**config.mk**
```make
export PLATFORM = sky130hd
export DESIGN_NAME = pd_position_regulator_3d
export DESIGN_NICKNAME = d
export VERILOG_FILES = /design/src/rtl/core/pdpr_pkg.sv /design/src/rtl/core/pdpr_mul.sv /design/src/rtl/core/pdpr_div.sv /design/src/rtl/core/pdpr_sqrt.sv /design/src/rtl/core/pd_position_regulator_3d.sv
export SDC_FILE = /design/constraint.sdc
export NUM_CORES = 2
export LEC_CHECK = 0
export ABC_AREA = 1
export BUFFER_PORTS_ARGS = -buffer_cell sky130_fd_sc_hd__clkbuf_2
export CAP_MARGIN = 25
export CORE_UTILIZATION = 35
export DETAILED_ROUTE_END_ITERATION = 12
export SLEW_MARGIN = 10
export SYNTH_ARGS = -nofsm -noshare
export SYNTH_HDL_FRONTEND = slang
export SYNTH_SLANG_ARGS = --single-unit
```
**constraint.sdc**
```tcl
create_clock -name clk_i -period 30.4 [get_ports clk_i]
set_input_delay 6.08 -clock clk_i [delete_from_list [all_inputs] [get_ports clk_i]]
set_output_delay 6.08 -clock clk_i [all_outputs]
set_load 0.01 [all_outputs]
```
**src/rtl/core/pdpr_pkg.sv**
```systemverilog
package pdpr_pkg;

  localparam int DerivShift   = 24;
  localparam int DerivCapLog  = 46;
  localparam int GainShift    = 16;
  localparam int ChunkBits    = 24;
  localparam int CfgIndexBits = 3;
  localparam int CfgDataBits  = 24;
  localparam int MinBits      = 20;
  localparam int RadiusBits   = 19;
  localparam int GainBits     = 16;
  localparam int PeriodBits   = 24;
  localparam int ForceBits    = 32;

  typedef enum logic [CfgIndexBits-1:0] {
    REG_GAIN_SCALE    = 3'd0,
    REG_KP            = 3'd1,
    REG_KD            = 3'd2,
    REG_SAMPLE_PERIOD = 3'd3,
    REG_RADIUS_LIMIT  = 3'd4,
    REG_MIN_X         = 3'd5,
    REG_MIN_Y         = 3'd6,
    REG_MIN_Z         = 3'd7
  } pdpr_reg_e;

  typedef struct packed {
    logic busy;
    logic done;
  } pdpr_unit_sts_t;

endpackage

```
**src/rtl/core/pdpr_mul.sv**
```systemverilog
module pdpr_mul #(
  parameter int MW = 26
) (
  input  logic              clk_i,
  input  logic [MW-1:0]     a_i,
  input  logic [MW-1:0]     b_i,
  output logic [2*MW-1:0]   p_o
);
  logic [2*MW-1:0] p_q;

  always_ff @(posedge clk_i) begin
    p_q <= (2*MW)'(a_i) * (2*MW)'(b_i);
  end

  assign p_o = p_q;

endmodule

```
**src/rtl/core/pdpr_div.sv**
```systemverilog
module pdpr_div #(
  parameter int NW = 47,
  parameter int DW = 24
) (
  input  logic                     clk_i,
  input  logic                     rst_ni,
  input  logic                     start_i,
  input  logic [NW-1:0]            num_i,
  input  logic [DW-1:0]            den_i,
  output logic [NW-1:0]            quot_o,
  output pdpr_pkg::pdpr_unit_sts_t sts_o
);
  import pdpr_pkg::*;

  localparam int CntW = $clog2(NW + 1);

  logic [NW-1:0]   num_q;
  logic [DW-1:0]   den_q;
  logic [DW-1:0]   rem_q;
  logic [CntW-1:0] cnt_q;
  logic            busy_q;
  logic            done_q;
  logic [DW:0]     trial;
  logic            ge;

  assign trial = {rem_q, num_q[NW-1]};
  assign ge    = trial >= {1'b0, den_q};

  always_ff @(posedge clk_i or negedge rst_ni) begin
    if (!rst_ni) begin
      busy_q <= 1'b0;
      done_q <= 1'b0;
      cnt_q  <= '0;
    end else begin
      done_q <= 1'b0;
      if (start_i) begin
        busy_q <= 1'b1;
        cnt_q  <= CntW'(NW);
      end else if (busy_q) begin
        cnt_q <= cnt_q - 1'b1;
        if (cnt_q == CntW'(1)) begin
          busy_q <= 1'b0;
          done_q <= 1'b1;
        end
      end
    end
  end

  always_ff @(posedge clk_i) begin
    if (start_i) begin
      num_q <= num_i;
      den_q <= den_i;
      rem_q <= '0;
    end else if (busy_q) begin
      num_q <= {num_q[NW-2:0], ge};
      rem_q <= ge ? DW'(trial - {1'b0, den_q}) : trial[DW-1:0];
    end
  end

  assign quot_o = num_q;
  assign sts_o  = '{busy: busy_q, done: done_q};

endmodule

```
**src/rtl/core/pdpr_sqrt.sv**
```systemverilog
module pdpr_sqrt #(
  parameter int SW = 42
) (
  input  logic                     clk_i,
  input  logic                     rst_ni,
  input  logic                     start_i,
  input  logic [SW-1:0]            rad_i,
  output logic [SW/2-1:0]          root_o,
  output pdpr_pkg::pdpr_unit_sts_t sts_o
);
  import pdpr_pkg::*;

  localparam int RTW  = SW / 2;
  localparam int CntW = $clog2(RTW + 1);

  logic [SW-1:0]    rad_q;
  logic [RTW-1:0]   root_q;
  logic [RTW+1:0]   rem_q;
  logic [CntW-1:0]  cnt_q;
  logic             busy_q;
  logic             done_q;
  logic [RTW+3:0]   rem_sh;
  logic [RTW+3:0]   tv;
  logic             ge;

  assign rem_sh = {rem_q, rad_q[SW-1:SW-2]};
  assign tv     = (RTW+4)'({root_q, 2'b01});
  assign ge     = rem_sh >= tv;

  always_ff @(posedge clk_i or negedge rst_ni) begin
    if (!rst_ni) begin
      busy_q <= 1'b0;
      done_q <= 1'b0;
      cnt_q  <= '0;
    end else begin
      done_q <= 1'b0;
      if (start_i) begin
        busy_q <= 1'b1;
        cnt_q  <= CntW'(RTW);
      end else if (busy_q) begin
        cnt_q <= cnt_q - 1'b1;
        if (cnt_q == CntW'(1)) begin
          busy_q <= 1'b0;
          done_q <= 1'b1;
        end
      end
    end
  end

  always_ff @(posedge clk_i) begin
    if (start_i) begin
      rad_q  <= rad_i;
      root_q <= '0;
      rem_q  <= '0;
    end else if (busy_q) begin
      rad_q  <= {rad_q[SW-3:0], 2'b00};
      root_q <= {root_q[RTW-2:0], ge};
      rem_q  <= ge ? (RTW+2)'(rem_sh - tv) : rem_sh[RTW+1:0];
    end
  end

  assign root_o = root_q;
  assign sts_o  = '{busy: busy_q, done: done_q};

endmodule

```
**src/rtl/core/pd_position_regulator_3d.sv**
```systemverilog
// Three-axis PD position regulator with one shared multiplier, one shared
// divider and one square root unit stepped by a small sequencer.
// The input channel (in_valid_i, in_stall_o) carries one transaction per
// item: either an origin load or a control tick. A load completes in the
// cycle it is accepted and produces no result. A tick produces one result
// transaction on the output channel (out_valid_o, out_stall_i).
// A first-run tick skips the sphere test, and a tick whose reference is
// pulled onto the sphere adds a square root and the scaling divisions.
// The divider yields one quotient bit a cycle (47 steps per division, one
// division per axis, plus one per axis for the sphere scaling), and the
// square root has 21 steps.
// in_stall_o is high while a tick is being worked on. A finished result
// waits in the output register while out_stall_i is high; the next item is
// accepted meanwhile, and its result is held back until the register frees.
// Configuration writes (cfg_valid_i, cfg_ready_o) are always taken and must
// only be issued while the block is idle.
// Reset clears the origin, the previous error and all control state, and
// loads the register defaults.
module pd_position_regulator_3d #(
  parameter int POSITION_BITS = 20
) (
  input  logic                                clk_i,
  input  logic                                rst_ni,
  input  logic                                in_valid_i,
  output logic                                in_stall_o,
  input  logic                                op_i,
  input  logic                                first_run_i,
  input  logic signed [POSITION_BITS-1:0]     vector_x_i,
  input  logic signed [POSITION_BITS-1:0]     vector_y_i,
  input  logic signed [POSITION_BITS-1:0]     vector_z_i,
  input  logic signed [POSITION_BITS-1:0]     meas_x_i,
  input  logic signed [POSITION_BITS-1:0]     meas_y_i,
  input  logic signed [POSITION_BITS-1:0]     meas_z_i,
  output logic                                out_valid_o,
  input  logic                                out_stall_i,
  output logic signed [pdpr_pkg::ForceBits-1:0] force_x_o,
  output logic signed [pdpr_pkg::ForceBits-1:0] force_y_o,
  output logic signed [pdpr_pkg::ForceBits-1:0] force_z_o,
  output logic signed [POSITION_BITS-1:0]     ref_x_o,
  output logic signed [POSITION_BITS-1:0]     ref_y_o,
  output logic signed [POSITION_BITS-1:0]     ref_z_o,
  output logic signed [POSITION_BITS:0]       err_x_o,
  output logic signed [POSITION_BITS:0]       err_y_o,
  output logic signed [POSITION_BITS:0]       err_z_o,
  input  logic                                cfg_valid_i,
  output logic                                cfg_ready_o,
  input  logic [pdpr_pkg::CfgIndexBits-1:0]   cfg_index_i,
  input  logic [pdpr_pkg::CfgDataBits-1:0]    cfg_data_i
);
  import pdpr_pkg::*;

  localparam int P    = POSITION_BITS;
  localparam int RW   = (P + 1 > MinBits) ? P + 1 : MinBits;
  localparam int EW   = RW + 1;
  localparam int DFW  = RW + 2;
  localparam int NW   = DFW + DerivShift;
  localparam int DCW  = DerivCapLog + 1;
  localparam int SQW  = 2 * P + 2;
  localparam int RTW  = P + 1;
  localparam int DENW = (RTW > PeriodBits) ? RTW : PeriodBits;
  localparam int MW   = (RW + 1 > 26) ? RW + 1 : 26;
  localparam int PW   = 2 * MW;
  localparam int T1W  = RW + GainBits + 1;
  localparam int T2W  = GainBits + DCW;
  localparam int PDW  = T2W + 2;
  localparam int PMW  = PDW - 1;
  localparam int ACW  = PMW + GainBits;
  localparam int QW   = ACW - GainShift;

  localparam logic [NW:0]  DerivCap    = (NW+1)'(1) << DerivCapLog;
  localparam logic [QW-1:0] ForceMaxPos = (QW'(1) << (ForceBits - 1)) - QW'(1);
  localparam logic [QW-1:0] ForceMaxNeg = QW'(1) << (ForceBits - 1);

  typedef enum logic [4:0] {
    ST_IDLE, ST_SQ0, ST_SQ1, ST_SQ2, ST_SQ3, ST_CMP, ST_SQGO, ST_SQWAIT,
    ST_SCMUL, ST_SCGO, ST_SCWAIT, ST_MIN, ST_ERR, ST_DGO, ST_DWAIT,
    ST_KP, ST_KDL, ST_KDH, ST_T2, ST_PM, ST_G0, ST_G1, ST_G2, ST_G3,
    ST_SAT, ST_OUT
  } state_e;

  state_e                    state_q;
  logic [1:0]                ax_q;
  logic                      first_q;
  logic signed [P-1:0]       meas_q   [3];
  logic signed [P-1:0]       origin_q [3];
  logic signed [RW-1:0]      ref_q    [3];
  logic signed [EW-1:0]      err_q    [3];
  logic signed [DFW-1:0]     diff_q   [3];
  logic signed [EW-1:0]      prev_q   [3];
  logic [SQW-1:0]            r2_q;
  logic [RTW-1:0]            root_q;
  logic [DCW-1:0]            dm_q;
  logic [T1W-1:0]            t1_q;
  logic [T2W-1:0]            t2_q;
  logic [PMW-1:0]            pm_q;
  logic                      pneg_q;
  logic [ACW-1:0]            acc_q;
  logic signed [ForceBits-1:0] force_q [3];
  logic signed [ForceBits-1:0] out_force_q [3];
  logic signed [P-1:0]       out_ref_q [3];
  logic signed [P:0]         out_err_q [3];
  logic                      out_valid_q;

  logic [GainBits-1:0]       gain_q;
  logic [GainBits-1:0]       kp_q;
  logic [GainBits-1:0]       kd_q;
  logic [PeriodBits-1:0]     per_q;
  logic [RadiusBits-1:0]     rl_q;
  logic signed [MinBits-1:0] min_q [3];

  logic signed [P-1:0]       vec_w    [3];
  logic signed [P-1:0]       meas_w   [3];
  logic signed [RW-1:0]      sum_w    [3];
  logic [RW-1:0]             mag_w    [3];
  logic signed [RW-1:0]      min_w    [3];
  logic signed [EW-1:0]      err_w    [3];
  logic signed [DFW-1:0]     diff_w   [3];
  logic [EW-1:0]             err_mag;
  logic [DFW-1:0]            diff_mag;
  logic [MW-1:0]             mul_a;
  logic [MW-1:0]             mul_b;
  logic [PW-1:0]             mul_p;
  logic                      div_start;
  logic [NW-1:0]             div_num;
  logic [DENW-1:0]           div_den;
  logic [NW-1:0]             div_quot;
  pdpr_unit_sts_t            div_sts;
  logic                      sq_start;
  logic [RTW-1:0]            sq_root;
  pdpr_unit_sts_t            sq_sts;
  logic [NW:0]               quot_x;
  logic [DCW-1:0]            dm_w;
  logic [RW-1:0]             scale_w;
  logic signed [PDW-1:0]     s1_w;
  logic signed [PDW-1:0]     s2_w;
  logic signed [PDW-1:0]     pd_w;
  logic [QW-1:0]             q_w;
  logic signed [ForceBits-1:0] force_w;
  logic                      in_acc;

  assign in_stall_o  = (state_q != ST_IDLE);
  assign in_acc      = in_valid_i && !in_stall_o;
  assign cfg_ready_o = 1'b1;

  always_comb begin
    vec_w[0]  = vector_x_i;
    vec_w[1]  = vector_y_i;
    vec_w[2]  = vector_z_i;
    meas_w[0] = meas_x_i;
    meas_w[1] = meas_y_i;
    meas_w[2] = meas_z_i;
    for (int i = 0; i < 3; i++) begin
      sum_w[i]  = RW'(origin_q[i]) + RW'(vec_w[i]);
      mag_w[i]  = ref_q[i][RW-1] ? RW'(-ref_q[i]) : RW'(ref_q[i]);
      min_w[i]  = RW'(min_q[i]);
      err_w[i]  = EW'(ref_q[i]) - EW'(meas_q[i]);
      diff_w[i] = DFW'(err_w[i]) - DFW'(first_q ? err_w[i] : prev_q[i]);
    end
    err_mag  = err_q[ax_q][EW-1] ? EW'(-err_q[ax_q]) : EW'(err_q[ax_q]);
    diff_mag = diff_q[ax_q][DFW-1] ? DFW'(-diff_q[ax_q]) : DFW'(diff_q[ax_q]);
    quot_x   = {1'b0, div_quot};
    dm_w     = (quot_x > DerivCap) ? DCW'(DerivCap) : quot_x[DCW-1:0];
    scale_w  = div_quot[RW-1:0];
    s1_w     = signed'(PDW'(t1_q));
    s2_w     = signed'(PDW'(t2_q));
    if (err_q[ax_q][EW-1]) begin
      s1_w = -s1_w;
    end
    if (diff_q[ax_q][DFW-1]) begin
      s2_w = -s2_w;
    end
    pd_w = s1_w + s2_w;
    q_w  = acc_q[ACW-1:GainShift];
    if (pneg_q) begin
      force_w = (q_w > ForceMaxNeg) ? signed'(ForceBits'(ForceMaxNeg))
                                    : signed'(ForceBits'(-q_w));
    end else begin
      force_w = (q_w > ForceMaxPos) ? signed'(ForceBits'(ForceMaxPos))
                                    : signed'(ForceBits'(q_w));
    end
  end

  always_comb begin
    mul_a = '0;
    mul_b = '0;
    case (state_q)
      ST_SQ0: begin
        mul_a = MW'(mag_w[0]);
        mul_b = MW'(mag_w[0]);
      end
      ST_SQ1: begin
        mul_a = MW'(mag_w[1]);
        mul_b = MW'(mag_w[1]);
      end
      ST_SQ2: begin
        mul_a = MW'(mag_w[2]);
        mul_b = MW'(mag_w[2]);
      end
      ST_SQ3: begin
        mul_a = MW'(rl_q);
        mul_b = MW'(rl_q);
      end
      ST_SCMUL: begin
        mul_a = MW'(mag_w[ax_q]);
        mul_b = MW'(rl_q);
      end
      ST_KP: begin
        mul_a = MW'(kp_q);
        mul_b = MW'(err_mag);
      end
      ST_KDL: begin
        mul_a = MW'(kd_q);
        mul_b = MW'(dm_q[ChunkBits-1:0]);
      end
      ST_KDH: begin
        mul_a = MW'(kd_q);
        mul_b = MW'(dm_q[DCW-1:ChunkBits]);
      end
      ST_G0: begin
        mul_a = MW'(gain_q);
        mul_b = MW'(pm_q[ChunkBits-1:0]);
      end
      ST_G1: begin
        mul_a = MW'(gain_q);
        mul_b = MW'(pm_q[2*ChunkBits-1:ChunkBits]);
      end
      ST_G2: begin
        mul_a = MW'(gain_q);
        mul_b = MW'(pm_q[PMW-1:2*ChunkBits]);
      end
      default: begin
        mul_a = '0;
        mul_b = '0;
      end
    endcase
  end

  assign div_start = (state_q == ST_SCGO) || (state_q == ST_DGO);
  assign div_num   = (state_q == ST_SCGO) ? NW'(mul_p)
                                          : {diff_mag, {DerivShift{1'b0}}};
  assign div_den   = (state_q == ST_SCGO) ? DENW'(root_q)
                   : ((per_q == '0) ? DENW'(1) : DENW'(per_q));
  assign sq_start  = (state_q == ST_SQGO);

  pdpr_mul #(.MW(MW)) u_mul (
    .clk_i (clk_i),
    .a_i   (mul_a),
    .b_i   (mul_b),
    .p_o   (mul_p)
  );

  pdpr_div #(.NW(NW), .DW(DENW)) u_div (
    .clk_i   (clk_i),
    .rst_ni  (rst_ni),
    .start_i (div_start),
    .num_i   (div_num),
    .den_i   (div_den),
    .quot_o  (div_quot),
    .sts_o   (div_sts)
  );

  pdpr_sqrt #(.SW(SQW)) u_sqrt (
    .clk_i   (clk_i),
    .rst_ni  (rst_ni),
    .start_i (sq_start),
    .rad_i   (r2_q),
    .root_o  (sq_root),
    .sts_o   (sq_sts)
  );

  always_ff @(posedge clk_i or negedge rst_ni) begin
    if (!rst_ni) begin
      state_q     <= ST_IDLE;
      ax_q        <= '0;
      first_q     <= 1'b0;
      out_valid_q <= 1'b0;
      gain_q      <= '0;
      kp_q        <= '0;
      kd_q        <= '0;
      per_q       <= 24'd16777;
      rl_q        <= 19'd49152;
      min_q[0]    <= -20'sd13107;
      min_q[1]    <= 20'sd13107;
      min_q[2]    <= 20'sd6554;
      for (int i = 0; i < 3; i++) begin
        origin_q[i] <= '0;
        prev_q[i]   <= '0;
      end
    end else begin
      if (cfg_valid_i && cfg_ready_o) begin
        case (pdpr_reg_e'(cfg_index_i))
          REG_GAIN_SCALE:    gain_q   <= cfg_data_i[GainBits-1:0];
          REG_KP:            kp_q     <= cfg_data_i[GainBits-1:0];
          REG_KD:            kd_q     <= cfg_data_i[GainBits-1:0];
          REG_SAMPLE_PERIOD: per_q    <= cfg_data_i[PeriodBits-1:0];
          REG_RADIUS_LIMIT:  rl_q     <= cfg_data_i[RadiusBits-1:0];
          REG_MIN_X:         min_q[0] <= signed'(cfg_data_i[MinBits-1:0]);
          REG_MIN_Y:         min_q[1] <= signed'(cfg_data_i[MinBits-1:0]);
          REG_MIN_Z:         min_q[2] <= signed'(cfg_data_i[MinBits-1:0]);
          default: ;
        endcase
      end

      if (out_valid_q && !out_stall_i && (state_q != ST_OUT)) begin
        out_valid_q <= 1'b0;
      end

      case (state_q)
        ST_IDLE: begin
          if (in_acc) begin
            first_q <= first_run_i;
            for (int i = 0; i < 3; i++) begin
              meas_q[i] <= meas_w[i];
            end
            if (op_i) begin
              for (int i = 0; i < 3; i++) begin
                origin_q[i] <= vec_w[i];
              end
            end else begin
              for (int i = 0; i < 3; i++) begin
                ref_q[i] <= first_run_i ? RW'(vec_w[i]) : sum_w[i];
              end
              state_q <= first_run_i ? ST_ERR : ST_SQ0;
            end
          end
        end
        ST_SQ0: state_q <= ST_SQ1;
        ST_SQ1: begin
          r2_q    <= SQW'(mul_p);
          state_q <= ST_SQ2;
        end
        ST_SQ2: begin
          r2_q    <= r2_q + SQW'(mul_p);
          state_q <= ST_SQ3;
        end
        ST_SQ3: begin
          r2_q    <= r2_q + SQW'(mul_p);
          state_q <= ST_CMP;
        end
        ST_CMP: begin
          state_q <= (PW'(r2_q) > mul_p) ? ST_SQGO : ST_MIN;
        end
        ST_SQGO: state_q <= ST_SQWAIT;
        ST_SQWAIT: begin
          if (sq_sts.done) begin
            root_q  <= (sq_root == '0) ? RTW'(1) : sq_root;
            ax_q    <= '0;
            state_q <= ST_SCMUL;
          end
        end
        ST_SCMUL: state_q <= ST_SCGO;
        ST_SCGO:  state_q <= ST_SCWAIT;
        ST_SCWAIT: begin
          if (div_sts.done) begin
            ref_q[ax_q] <= ref_q[ax_q][RW-1] ? signed'(RW'(-scale_w)) : signed'(scale_w);
            if (ax_q == 2'd2) begin
              state_q <= ST_MIN;
            end else begin
              ax_q    <= ax_q + 2'd1;
              state_q <= ST_SCMUL;
            end
          end
        end
        ST_MIN: begin
          for (int i = 0; i < 3; i++) begin
            if (ref_q[i] < min_w[i]) begin
              ref_q[i] <= min_w[i];
            end
          end
          state_q <= ST_ERR;
        end
        ST_ERR: begin
          for (int i = 0; i < 3; i++) begin
            err_q[i]  <= err_w[i];
            diff_q[i] <= diff_w[i];
            prev_q[i] <= err_w[i];
          end
          ax_q    <= '0;
          state_q <= ST_DGO;
        end
        ST_DGO: state_q <= ST_DWAIT;
        ST_DWAIT: begin
          if (div_sts.done) begin
            dm_q    <= dm_w;
            state_q <= ST_KP;
          end
        end
        ST_KP: state_q <= ST_KDL;
        ST_KDL: begin
          t1_q    <= T1W'(mul_p);
          state_q <= ST_KDH;
        end
        ST_KDH: begin
          t2_q    <= T2W'(mul_p);
          state_q <= ST_T2;
        end
        ST_T2: begin
          t2_q    <= t2_q + (T2W'(mul_p) << ChunkBits);
          state_q <= ST_PM;
        end
        ST_PM: begin
          pneg_q  <= pd_w[PDW-1];
          pm_q    <= pd_w[PDW-1] ? PMW'(-pd_w) : PMW'(pd_w);
          state_q <= ST_G0;
        end
        ST_G0: state_q <= ST_G1;
        ST_G1: begin
          acc_q   <= ACW'(mul_p);
          state_q <= ST_G2;
        end
        ST_G2: begin
          acc_q   <= acc_q + (ACW'(mul_p) << ChunkBits);
          state_q <= ST_G3;
        end
        ST_G3: begin
          acc_q   <= acc_q + (ACW'(mul_p) << (2 * ChunkBits));
          state_q <= ST_SAT;
        end
        ST_SAT: begin
          force_q[ax_q] <= force_w;
          if (ax_q == 2'd2) begin
            state_q <= ST_OUT;
          end else begin
            ax_q    <= ax_q + 2'd1;
            state_q <= ST_DGO;
          end
        end
        ST_OUT: begin
          if (!out_valid_q || !out_stall_i) begin
            for (int i = 0; i < 3; i++) begin
              out_force_q[i] <= force_q[i];
              out_ref_q[i]   <= ref_q[i][P-1:0];
              out_err_q[i]   <= err_q[i][P:0];
            end
            out_valid_q <= 1'b1;
            state_q     <= ST_IDLE;
          end
        end
        default: state_q <= ST_IDLE;
      endcase
    end
  end

  assign out_valid_o = out_valid_q;
  assign force_x_o   = out_force_q[0];
  assign force_y_o   = out_force_q[1];
  assign force_z_o   = out_force_q[2];
  assign ref_x_o     = out_ref_q[0];
  assign ref_y_o     = out_ref_q[1];
  assign ref_z_o     = out_ref_q[2];
  assign err_x_o     = out_err_q[0];
  assign err_y_o     = out_err_q[1];
  assign err_z_o     = out_err_q[2];

`ifndef SYNTHESIS
  a_div_idle_at_start: assert property (@(posedge clk_i) disable iff (!rst_ni)
    div_start |-> !div_sts.busy)
    else $error("Divider started while busy.");

  a_sqrt_idle_at_start: assert property (@(posedge clk_i) disable iff (!rst_ni)
    sq_start |-> !sq_sts.busy)
    else $error("Square root unit started while busy.");

  a_load_stays_idle: assert property (@(posedge clk_i) disable iff (!rst_ni)
    (in_acc && op_i) |=> (state_q == ST_IDLE))
    else $error("Origin load did not complete in one cycle.");

  a_root_nonzero: assert property (@(posedge clk_i) disable iff (!rst_ni)
    sq_sts.done |-> (sq_root != '0))
    else $error("Zero radius on a clipped reference.");

  a_result_loaded: assert property (@(posedge clk_i) disable iff (!rst_ni)
    (state_q == ST_OUT && (!out_valid_q || !out_stall_i)) |=> out_valid_q)
    else $error("Finished result was not presented.");
`endif

endmodule
```
==> flow_metrics.env <==
export IMPL_clock_tree_buffer_depth=4
export IMPL_wl_um=425000
export IMPL_dp_cells=18100
export IMPL_wire_per_inst_um=23.1
export IMPL_hp_class="register to register"
export IMPL_cp_required_ns=31.13
export IMPL_power_switching_mw=7.78
export IMPL_total_power_mw=14.8
export IMPL_fin_tns_setup_ns=0
export IMPL_synth_ff_type="edfxtp_1"
export IMPL_path_delay_family="adder cells"
export IMPL_io_buffers=374
export IMPL_leakagePower_nw=57.1
export IMPL_fp_dieH_um=562
export IMPL_routabilityCongestion=0.982
export IMPL_first_global_vias=90300
export IMPL_synth_avg_cell_area_um2=7.98
export IMPL_start_util_pct=35.2
export IMPL_synth_area_top_cells="edfxtp_1 28%, nand2_1 12%, ha_1 8.3%, fa_1 7.8%, inv_1 7.4%"
export IMPL_ir_drop_uv=106
export IMPL_grt_pass1_wl_um=616000
export IMPL_cts_setup_buffers=0
export IMPL_cts_sinks=1441
export IMPL_cts_root_buffer="clkbuf_16"
export IMPL_worstSetupPathDepth=40
export IMPL_stdcell_area_um2=123000
export IMPL_grt_max_degree=124
export IMPL_reg2regPathDepth=40
export IMPL_die_w_um=562
export IMPL_firstDrtPassIters=6
export IMPL_critical_path_peak_fanout=57
export IMPL_end_kind="register"
export IMPL_yosysTopAreaCell="edfxtp_1"
export IMPL_antenna_found_initial=35
export IMPL_areaGrowthSynthToFinish_pct=11.8
export IMPL_synth_most_common_cell="nand2_1"
export IMPL_synth_cells=13800
export IMPL_route_detailed_drc=0
export IMPL_period_share_pct=33.4
export IMPL_drv_slew=0
export IMPL_overflow=0
export IMPL_ys_top_cells_by_count="3,445 x nand2_1, 2,173 x inv_1, 1,149 x nor2_1, 1,027 x edfxtp_1, 986 x o21ai_0"
export IMPL_status="complete, no violations"
export IMPL_p_int_mw=7.03
export IMPL_via_count=97100
export IMPL_ant_nets=0
export IMPL_timing_fmax_ghz=0.0984
export IMPL_drt_iter0_drc=11000
export IMPL_timing_worst_slew_pin_value_ns=1.11
export IMPL_clk_pin_slew_ns=0.07
export IMPL_drive_gt1_share_pct=7.91
export IMPL_pin_count=376
export IMPL_path_class="register to register"
export IMPL_cap_violations=0
export IMPL_hold_viol_final=0
export IMPL_place_area_um2=117000
export IMPL_postCtsHoldBufs=0
export IMPL_critical_path_slowest_cell="dfrtp_2"
export IMPL_coreArea_um2=312000
export IMPL_hpwl_um=335000
export IMPL_cp_start_kind="register"
export IMPL_synth_edff_count=1027
export IMPL_synth_cell_area_um2=110000
export IMPL_grt_total_usage_pct=26.3
export IMPL_clk_latency_ns=0.88
export IMPL_rsz0062_at_grt="false"
export IMPL_ys_types=83
export IMPL_async_reset_ff_share_pct=20.9
export IMPL_swShare_pct=52.5
export IMPL_slowest_delay_ns=0.82
export IMPL_whs_path_depth=0
export IMPL_pwr_share_seq_pct=20.4
export IMPL_cp_arrival_ns=10.90
export IMPL_dieArea_um2=316000
export IMPL_ctsResizeCount=0
export IMPL_viasPerCell=5.27
export IMPL_cts_tree="done"
export IMPL_path_buf_inv=8
export IMPL_yosysSeqAreaShare_pct=37.1
export IMPL_ys_warn_count=0
export IMPL_powerDensity_nw_per_um2=121
export IMPL_synth_top_area_share_pct=28.1
export IMPL_timing_slew_headroom_pct=25.3
export IMPL_cts_max_level=4
export IMPL_clkPwrFrac_pct=14.5
export IMPL_fin_cells=18400
export IMPL_numCtsBuffers=169
export IMPL_synth_seq_cells=1441
export IMPL_combinationalPowerShare_pct=65.1
export IMPL_rows=205
export IMPL_nets=15400
export IMPL_crit_path_frequent_cell="nand2_1"
export IMPL_utilization_pct=39.4
export IMPL_setup_violations=0
export IMPL_finClkSkew_ns=0.109
export IMPL_min_period_ns=10.16
==> metal layers <==
layer	track usage [%]	up-vias	share of wire, %
li1	-	45600	-
met1	36.6	46500	43
met2	40.7	4319	44
met3	4.41	693	9.0
met4	10.1	18	4.3
met5	0	-	0.029
==> power groups by stage <==
stage	registers (mW)	logic [mW]	clock network [mW]
finish	3.02	9.64	2.15
global route	3.05	10.7	2.23
global placement	3.05	9.41	0
floorplan	2.94	6.47	0
CTS	3.02	9.52	2.17
detailed placement	3.05	9.45	0
==> state kept, by name (all words and copies together) (netlist names), 38 cells and up <==
name	flops
acc_q	64
u_mul.p_o	45
prev_q	66
ref_q	64
out_ref_q	60
r2_q	42
t1_q	38
force_q	96
u_div.quot_o	47
diff_q	69
origin_q	60
out_force_q	96
dm_q	47
pm_q	64
min_q	60
out_err_q	63
t2_q	63
meas_q	60
err_q	66
u_sqrt.rad_q	42
==> kinds of logic after synthesis <==
| family | Yosys count | synth area share, % |
|---|---|---|
| AOI/OAI and AO/OA | 2291 | 11.6 |
| xor gates and xnor gates | 542 | 4.33 |
| adders and majority gates | 1160 | 16.2 |
| buffers and inverters | 2595 | 9.07 |
| DFF | 1441 | 37.1 |
| muxes | 22 | 0.226 |
| other | 2 | 0.00684 |
| and+or+nand+nor | 5710 | 21.5 |
==> cell type report <==
type,count,area [um2]
clock buffer,212,4600
multi-input combinational,9743,59400
timing repair buffer,543,3380
clock inverter,89,1080
inverter,2237,8400
antenna,19,47.5
fill,32200,189000
sequential,1441,40700
tap,4140,5180
==> worst paths after layout <==
check,startpoint,endpoint,slack (ns)
worst max-delay path,ax_q[0],u_mul.p_o[44],20.24
worst min-delay path,force_q[2][27],out_force_q[0][91],0.42
worst max register to register,ax_q[0],u_mul.p_o[44],20.24
worst min register to register,force_q[2][27],out_force_q[0][91],0.42
max in group asynchronous,rst_ni,prev_q[13],23.92
min in group asynchronous,rst_ni,u_sqrt.cnt_q[4],5.10
==> per-stage QoR <==
stage                     hold WS [ns]  setup WS (ns)
after global routing             0.418          19.45
final                            0.416          20.24
after global placement           0.401          20.36
after floorplan                  0.400          14.31
after CTS                        0.417          20.30
after detailed placement         0.405          20.34
==> cell usage in the layout (no fill, tap or decap), types with 29 or more instances in the layout <==
cell and instances:
nand2_1 3442, inv_1 2169, nor2_1 1128, edfxtp_1 1027, o21ai_0 985, a21oi_1 750
ha_1 730, nand3_1 562, fa_1 430, xor2_1 389, clkbuf_2 373, dfrtp_1 265
clkbuf_16 175, xnor2_1 152, buf_4 146, nor3_1 138, nand4_1 125, dfxtp_1 113
o22ai_1 74, nor4_1 66, a31oi_1 61, or2_2 52, o21ai_1 51, o211ai_1 50
inv_2 48, o221ai_1 45, nor2_2 42, o21bai_1 41, clkinv_1 39, nand2_2 38
a21o_1 37, o21a_1 35, dfstp_2 35, a221oi_1 30, clkbuf_1 29
Power figures use the tool's default switching activity.
